<file path="config.mk">
export PLATFORM = sky130hd
export DESIGN_NAME = lrcm_ctrl
export DESIGN_NICKNAME = d
export VERILOG_FILES = /design/src/rtl/lrcm_pkg.sv /design/src/rtl/lrcm_ctrl.sv
export SDC_FILE = /design/constraint.sdc
export NUM_CORES = 1
export LEC_CHECK = 0
export ABC_CLOCK_PERIOD_IN_PS = 7300
export BUFFER_PORTS_ARGS = -buffer_cell sky130_fd_sc_hd__buf_2
export CORE_UTILIZATION = 25
export DETAILED_ROUTE_END_ITERATION = 8
export PLACE_DENSITY_LB_ADDON = 0.3
export SLEW_MARGIN = 20
export SYNTH_ARGS = -nofsm -noshare
export SYNTH_HDL_FRONTEND = slang
export SYNTH_SLANG_ARGS = --single-unit
</file>
<file path="constraint.sdc">
create_clock -name clk -period 7.3 [get_ports clk]
set_clock_uncertainty 0.05 [all_clocks]
set_input_delay 2.19 -clock clk [delete_from_list [all_inputs] [get_ports clk]]
set_output_delay 2.19 -clock clk [all_outputs]
set_load 0.02 [all_outputs]
</file>
<file path="src/rtl/lrcm_pkg.sv">
// Shared types and constants for the learned remote code matcher.
package lrcm_pkg;

  localparam int CODE_W = 24;
  localparam int ADDR_W = 20;
  localparam int NIB_W  = 4;
  localparam int OP_W   = 2;
  localparam int ST_W   = 3;
  localparam int ID_W   = 9;

  localparam logic [OP_W-1:0] OP_MATCH = 2'd0;
  localparam logic [OP_W-1:0] OP_LEARN = 2'd1;
  localparam logic [OP_W-1:0] OP_CLEAR = 2'd2;

  localparam logic [ST_W-1:0] ST_NOMATCH = 3'd0;
  localparam logic [ST_W-1:0] ST_MATCHED = 3'd1;
  localparam logic [ST_W-1:0] ST_LEARNED = 3'd2;
  localparam logic [ST_W-1:0] ST_FULL    = 3'd3;
  localparam logic [ST_W-1:0] ST_CLEARED = 3'd4;

  localparam logic [NIB_W-1:0] CMD_OUT1_ON  = 4'b0001;
  localparam logic [NIB_W-1:0] CMD_OUT1_OFF = 4'b0010;
  localparam logic [NIB_W-1:0] CMD_OUT2_ON  = 4'b0100;
  localparam logic [NIB_W-1:0] CMD_OUT2_OFF = 4'b1000;

  typedef struct packed {
    logic [ST_W-1:0] status;
    logic [ID_W-1:0] entry_id;
    logic            out1_on;
    logic            out2_on;
    logic [ID_W-1:0] entry_count;
  } lrcm_res_t;

  typedef enum logic [2:0] {
    S_IDLE = 3'b001,
    S_SRCH = 3'b010,
    S_DONE = 3'b100
  } lrcm_state_t;

endpackage

</file>
<file path="src/rtl/lrcm_ctrl.sv">
// Sequencer: operation decode, entry count, linear search and output states.
module lrcm_ctrl #(
  parameter int TABLE_DEPTH = 256,
  parameter int IDX_W       = 8,
  parameter int CNT_W       = 9
) (
  input  logic                         clk,
  input  logic                         rst_n,
  input  logic                         in_valid,
  output logic                         in_ready,
  input  logic [lrcm_pkg::OP_W-1:0]    in_op,
  input  logic [lrcm_pkg::CODE_W-1:0]  in_code,
  output logic                         mem_we,
  output logic [IDX_W-1:0]             mem_addr,
  output logic [lrcm_pkg::ADDR_W-1:0]  mem_wdata,
  input  logic [lrcm_pkg::ADDR_W-1:0]  mem_rdata,
  output logic                         res_valid,
  input  logic                         res_ready,
  output lrcm_pkg::lrcm_res_t          res
);
  import lrcm_pkg::*;

  localparam logic [CNT_W-1:0] DEPTH_C = CNT_W'(TABLE_DEPTH);
  localparam logic [CNT_W-1:0] ONE_C   = CNT_W'(1);

  lrcm_state_t       state_r,   state_nxt;
  logic [CNT_W-1:0]  count_r,   count_nxt;
  logic [CNT_W-1:0]  rd_idx_r,  rd_idx_nxt;
  logic              cmp_vld_r, cmp_vld_nxt;
  logic [IDX_W-1:0]  cmp_idx_r, cmp_idx_nxt;
  logic [ADDR_W-1:0] addr_r,    addr_nxt;
  logic [NIB_W-1:0]  nib_r,     nib_nxt;
  logic              out1_r,    out1_nxt;
  logic              out2_r,    out2_nxt;
  lrcm_res_t         res_r,     res_nxt;
  logic              hit;
  logic              new_out1;
  logic              new_out2;

  assign hit = cmp_vld_r && (mem_rdata == addr_r);

  // Command nibble applied on a hit.
  always_comb begin
    new_out1 = out1_r;
    new_out2 = out2_r;
    unique case (nib_r)
      CMD_OUT1_ON:  new_out1 = 1'b1;
      CMD_OUT1_OFF: new_out1 = 1'b0;
      CMD_OUT2_ON:  new_out2 = 1'b1;
      CMD_OUT2_OFF: new_out2 = 1'b0;
      default: ;
    endcase
  end

  always_comb begin
    state_nxt   = state_r;
    count_nxt   = count_r;
    rd_idx_nxt  = rd_idx_r;
    cmp_vld_nxt = cmp_vld_r;
    cmp_idx_nxt = cmp_idx_r;
    addr_nxt    = addr_r;
    nib_nxt     = nib_r;
    out1_nxt    = out1_r;
    out2_nxt    = out2_r;
    res_nxt     = res_r;
    mem_we      = 1'b0;
    mem_addr    = rd_idx_r[IDX_W-1:0];
    mem_wdata   = in_code[CODE_W-1:NIB_W];

    unique case (state_r)
      S_IDLE: begin
        if (in_valid) begin
          addr_nxt            = in_code[CODE_W-1:NIB_W];
          nib_nxt             = in_code[NIB_W-1:0];
          res_nxt.status      = ST_NOMATCH;
          res_nxt.entry_id    = '0;
          res_nxt.out1_on     = out1_r;
          res_nxt.out2_on     = out2_r;
          res_nxt.entry_count = ID_W'(count_r);
          state_nxt           = S_DONE;
          unique case (in_op)
            OP_MATCH: begin
              if (count_r != '0) begin
                rd_idx_nxt  = '0;
                cmp_vld_nxt = 1'b0;
                state_nxt   = S_SRCH;
              end
            end
            OP_LEARN: begin
              if (count_r < DEPTH_C) begin
                mem_we              = 1'b1;
                mem_addr            = count_r[IDX_W-1:0];
                count_nxt           = count_r + ONE_C;
                res_nxt.status      = ST_LEARNED;
                res_nxt.entry_id    = ID_W'(count_r + ONE_C);
                res_nxt.entry_count = ID_W'(count_r + ONE_C);
              end else begin
                res_nxt.status = ST_FULL;
              end
            end
            OP_CLEAR: begin
              count_nxt           = '0;
              res_nxt.status      = ST_CLEARED;
              res_nxt.entry_count = '0;
            end
            default: ;
          endcase
        end
      end
      S_SRCH: begin
        // Read one entry and compare the previous one each cycle.
        if (hit) begin
          out1_nxt         = new_out1;
          out2_nxt         = new_out2;
          res_nxt.status   = ST_MATCHED;
          res_nxt.entry_id = ID_W'(CNT_W'(cmp_idx_r) + ONE_C);
          res_nxt.out1_on  = new_out1;
          res_nxt.out2_on  = new_out2;
          state_nxt        = S_DONE;
        end else if (rd_idx_r != count_r) begin
          cmp_vld_nxt = 1'b1;
          cmp_idx_nxt = rd_idx_r[IDX_W-1:0];
          rd_idx_nxt  = rd_idx_r + ONE_C;
        end else begin
          state_nxt = S_DONE;
        end
      end
      S_DONE: begin
        if (res_ready) begin
          state_nxt = S_IDLE;
        end
      end
      default: state_nxt = S_IDLE;
    endcase
  end

  always_ff @(posedge clk) begin
    if (!rst_n) begin
      state_r   <= S_IDLE;
      count_r   <= '0;
      rd_idx_r  <= '0;
      cmp_vld_r <= 1'b0;
      out1_r    <= 1'b0;
      out2_r    <= 1'b0;
    end else begin
      state_r   <= state_nxt;
      count_r   <= count_nxt;
      rd_idx_r  <= rd_idx_nxt;
      cmp_vld_r <= cmp_vld_nxt;
      out1_r    <= out1_nxt;
      out2_r    <= out2_nxt;
    end
  end

  always_ff @(posedge clk) begin
    cmp_idx_r <= cmp_idx_nxt;
    addr_r    <= addr_nxt;
    nib_r     <= nib_nxt;
    res_r     <= res_nxt;
  end

  assign in_ready  = (state_r == S_IDLE);
  assign res_valid = (state_r == S_DONE);
  assign res       = res_r;

endmodule

</file>
After elaboration in Yosys (flattened, before gate mapping):

Cells that the tools add are included.

* bits in registers: 79
* input bits: 50
* output and inout port bits: 54
* logic and storage cells: 86

* $add $sub $neg: 3
* magnitude comparators: 1
* equality and inequality tests: 19
* muxes and demuxes: 38
* bitwise logic cells: 1
* reduce and logical (&&, ||, !) cells: 10

Operators by type and width (count)
* two-way mux 9 bit: 8
* case mux 9 bit (2 select lines): 2
* two-way mux 8 bit: 4
* case mux 14 bit (2 select lines): 1
* two-way mux 23 bit: 1
* == test 20 bit: 1
* adder 9 x 1 -> 9 bit, second input constant: 2
* two-way mux 3 bit: 6
* two-way mux 14 bit: 1
* two-way mux 1 bit: 10
* adder 8 x 1 -> 9 bit, second input constant: 1
* < comparator 9 bit, second input constant: 1
* != test 9 bit: 1
* case mux 3 bit (3 select lines): 1
* AND reduction 3 bit: 3
* nonzero test 9 bit: 1
* != test 2 bit, second input constant: 4
* != test 2 x 1 -> 1 bit, second input constant: 3
* case mux 1 bit (2 select lines): 3
* case mux 3 bit (2 select lines): 1
* AND reduction 6 bit: 1
* == test 4 x 1 -> 1 bit, second input constant: 1
* == test 4 x 2 -> 1 bit, second input constant: 1
* == test 4 x 3 -> 1 bit, second input constant: 1
* 12 further kinds: 13

Longest topological paths before layout:

* depth after elaboration: 5
* depth in mapped cells: 9
* gate-level depth less buffers: 8

Least setup slack after synthesis:

OpenSTA, ideal clock, no wires.

* kind: input -> output
* start point: input port in_valid
* end point: output port mem_addr[0]
* arrival time: 3.927 ns
* required time: 5.060 ns
* slack: 1.133 ns
* cell stages on the path: 5
* path buffers: 1
* cell sequence: clkbuf_1 > nand2_2 > inv_2 > nand2_1 > o21ai_0

* word-level cells in the longest chain between the ends: 2

Ends and longest elaborated chain
* start: declaration: line lrcm_ctrl.sv:9 `input logic in_valid,`
* two-way mux 8 bit: line lrcm_ctrl.sv:72 `if (in_valid) begin`
* two-way mux 8 bit: line lrcm_ctrl.sv:70 `unique case (state_r)`
* end: declaration: line lrcm_ctrl.sv:14 `output logic [IDX_W-1:0] mem_addr,`

No other way between the ends.

Worst setup path after layout:

* start point: input port in_op[1] (netlist name)
* end point: output port mem_addr[5]

* word-level cells in the longest chain between the ends: 4

Ends and longest elaborated chain
* start: declaration: line lrcm_ctrl.sv:11 `input logic [lrcm_pkg::OP_W-1:0] in_op,`
* == test 2 x 1 -> 1 bit: line lrcm_ctrl.sv:81 `unique case (in_op)`
* two-way mux 8 bit: line lrcm_ctrl.sv:81
* two-way mux 8 bit: line lrcm_ctrl.sv:72
* two-way mux 8 bit: line lrcm_ctrl.sv:70

No other way between the ends.

==> results.tsv <==
stage	metric	value	unit
run_status	status	completed	
job	max_cap viols	0	
final_layout	fill count	1663	
grt	global-route wire length before repair	16.1	mm
cts	H-tree Lvls	3	
critical_path	CP Capture Type	output pin	
pwr	Leak	1.99	nW
routing	Via density	4.63	
cts	postcts setup bufs	0	
final_layout	area delta synth->final	20.0	%
routing	routed wire length	10.1	mm
sta	Final setup violation count	0	
final_layout	share of layout cells above drive strength 1	30.6	%
sta	Slew Limit Fails	0	
floorplanning	Die Span X	132	um
sta	fin crit share	85.7	%
logic_synthesis	top-count cell post-synth	edfxtp_1	
routing	routed length per instance	14.9	um
logic_synthesis	Synth cell types	60	
logic_synthesis	Syn. warnings	0	
sta	worst slew pin tran	0.747	ns
place	HPWL after DPL	7.60	mm
cts	CTS tree	done	
sta	Fin. Hold Viols	0	
routing	vias after detailed routing	3151	
logic_synthesis	synth top area cells	edfxtp_1, dfxtp_1, xnor2_1	
cts	clock buffer depth	2	
critical_path	CP max stage delay	0.46	ns
grt	vias in the first global route	3048	
floorplanning	starting density of the core	26.0	%
cts	CTS resizes	0	
sta	minimum clock period	6.26	ns
cts	Hold-fix buffers, CTS	0	
pwr	Worst VDD drop	227	uV
grt	initial antenna violation count	0	
cts	clock sink count	79	
cts	clk slew on worst S/H paths	0.06	ns
cts	worst skew pair latency	0.35	ns
grt	All-Layer GR Usage	12.1	%
grt	met1 Track Usage GR	15.0	%
pwr	power per standard cell area	251	nW/um2
logic_synthesis	Synth area leader	edfxtp_1	
grt	gr busiest metal	met2	
logic_synthesis	Syn Inst Count	382	
cts	CTS Root Cell	clkbuf_16	
floorplanning	row count	46	
logic_synthesis	register area share after synthesis	50.8	%
critical_path	Worst Path Required	5.06	ns
critical_path	Crit path max-delay family	simple AND/OR/NAND/NOR gates	
logic_synthesis	flop and latch count out of synthesis	79	
floorplanning	I/O pins	104	
logic_synthesis	Post-synth EDFFs	55	
routing	post-detailed-route count of antenna-violating nets	0	
critical_path	sequence of cells on the critical path	buf_2, inv_1, ha_1, nor2b_1, nand2_1, mux2_1, buf_2	
logic_synthesis	Synth top cells by count	edfxtp_1, xnor2_1, dfxtp_1, o21ai_0, nand2_1	
critical_path	Arrival @ worst endpoint	4.02	ns
place	Port Buffers	103	
grt	Congestion Overflow GR	0	
logic_synthesis	Synth Net Count	440	
place	RD Place Congestion	0.831	
logic_synthesis	share of the synthesized area in the top cell type	39.4	%
sta	RSZ-0062 raised after global routing	false	
floorplanning	area of the die	17300	um2
critical_path	startpoint types	input port	
logic_synthesis	predominant post-synthesis flop cell	edfxtp_1	
routing	residual DRC count	0	
logic_synthesis	synthesized cell area	4200	um2
final_layout	nets@finish	517	
floorplanning	die height	132	um
cts	Num CTS Buffers	9	
routing	Pre-antenna DRT Iters	4	
critical_path	CP Max Fanout	10	
grt	largest net degree at the start of global routing	38	
sta	relative slew slack	50.0	%
grt	met2 Use GR	18.9	%
grt	global routing usage on met3	4.32	%
routing	Starting DRT DRC Count	189	
sta	Max Clk Rate	160	MHz
critical_path	slowest CP cell	mux2_1	
final_layout	# diodes	0	
final_layout	post-route design area	5030	um2
critical_path	count of buffer and inverter cells on the critical path	3	
sta	Fin Setup TNS	0	ns
critical_path	worst setup path category	input port to output pin	
place	post-placement cell area	4740	um2
logic_synthesis	FFs w/ async S/R, synth	0	%
floorplanning	core area	16100	um2
worst_hold_path	Hold Crit Class	flip-flop to flip-flop	
logic_synthesis	Avg Cell Area, Syn	11.0	um2
critical_path	Top cell by count, worst path	buf_2	
area by class of cell:
class	count	area, um2	share of cell area [%]
Tap cell	216	270	5.37
Multi-Input combinational cell	252	1760	34.9
Clock inverter	6	70.1	1.39
Sequential cell	79	2130	42.3
Inverter	12	45.0	0.895
Clock buffer	10	229	4.55
Timing Repair Buffer	105	531	10.5
worst register-to-register path, delay by kind of cell, from the launching register on:
kind | cells | cell delay, ns
XOR/XNOR | 1 | 0.17
AND/OR/NAND/NOR | 3 | 0.85
AO/OA/AOI/OAI | 1 | 0.68
flip-flops | 1 | 0.39
routing by layer:
| layer | routed length (um) | vias up | share of wire, % |
|---|---|---|---|
| met5 | 0 | - | 0 |
| met4 | 262 | 0 | 2.6 |
| met3 | 743 | 18 | 7.3 |
| met2 | 4490 | 118 | 44 |
| met1 | 4640 | 1484 | 46 |
| li1 | - | 1531 | - |
layout by cell type, fill, tap and decap left out, types with 3 or more instances in the layout:
master     Yosys  routed
nand4_1        5       5
xor2_1        11      11
xnor2_1       29      29
nand2b_1       4       4
dfxtp_1       24      24
o211a_1        3       3
o21ai_1        3       3
and2_1         3       3
a21oi_1       11      11
and3_1        20      20
nand3_1       18      18
nor4_1         7       7
o31a_1         6       6
edfxtp_1      55      55
a21boi_2       6       6
clkbuf_16      0       9
o22ai_1        6       6
a22o_1         3       3
inv_1         10      10
ha_1           8       8
o21ai_0       23      22
mux2_1         5       5
buf_2          4     103
nand2_1       21      21
nor3_1         6       6
o31ai_1        4       4
nor2_1        18      18
sequential cells by signal, indices dropped and copies added, names as in the netlist:
register   flops
addr_r        20
cmp_idx_r      8
cmp_vld_r      1
count_r        9
nib_r          4
out1_r         1
out2_r         1
rd_idx_r       9
res           23
state_r        3
logic make-up (layout without fill, tap and decap cells):
| group | after synthesis | after routing | synth area share (%) |
|---|---|---|---|
| AND/OR/NAND/NOR | 120 | 120 | 16.4 |
| flip-flops | 79 | 79 | 50.8 |
| AO/OA/AOI/OAI | 77 | 77 | 12.7 |
| buffers and inverters | 51 | 133 | 7.37 |
| XOR/XNOR | 41 | 41 | 8.74 |
| adder cells (fa/ha/maj) | 8 | 8 | 2.39 |
| multiplexers | 6 | 6 | 1.58 |
power by group:
part           switching (mW)  internal [mW]  total [mW]
Clock                   0.185          0.267       0.452
Sequential             0.0318          0.544       0.576
Combinational           0.149         0.0857       0.235
worst paths after layout:
kind         slack, ns       from  cells past startpoint     endpoint
min reg2reg       0.48     out2_r                      2       out2_r
min               0.48     out2_r                      2       out2_r
max               1.04   in_op[1]                      7  mem_addr[5]
max reg2reg       4.79  addr_r[7]                      5      res[14]
through the flow:
step                hold WS (ns)  power (mW)  setup slack, ns  util [%]  cells
global placement           0.462       0.820             1.12      29.4    664
finish                     0.481        1.26             1.04      31.2    680
CTS                        0.480        1.28             1.07      31.2    680
floorplan                  0.407       0.750             1.13         -    382
detailed placement         0.468       0.823             1.09      29.4    664
global route               0.525        1.32            0.879      31.2    680
(Power assumes the default switching activity.)
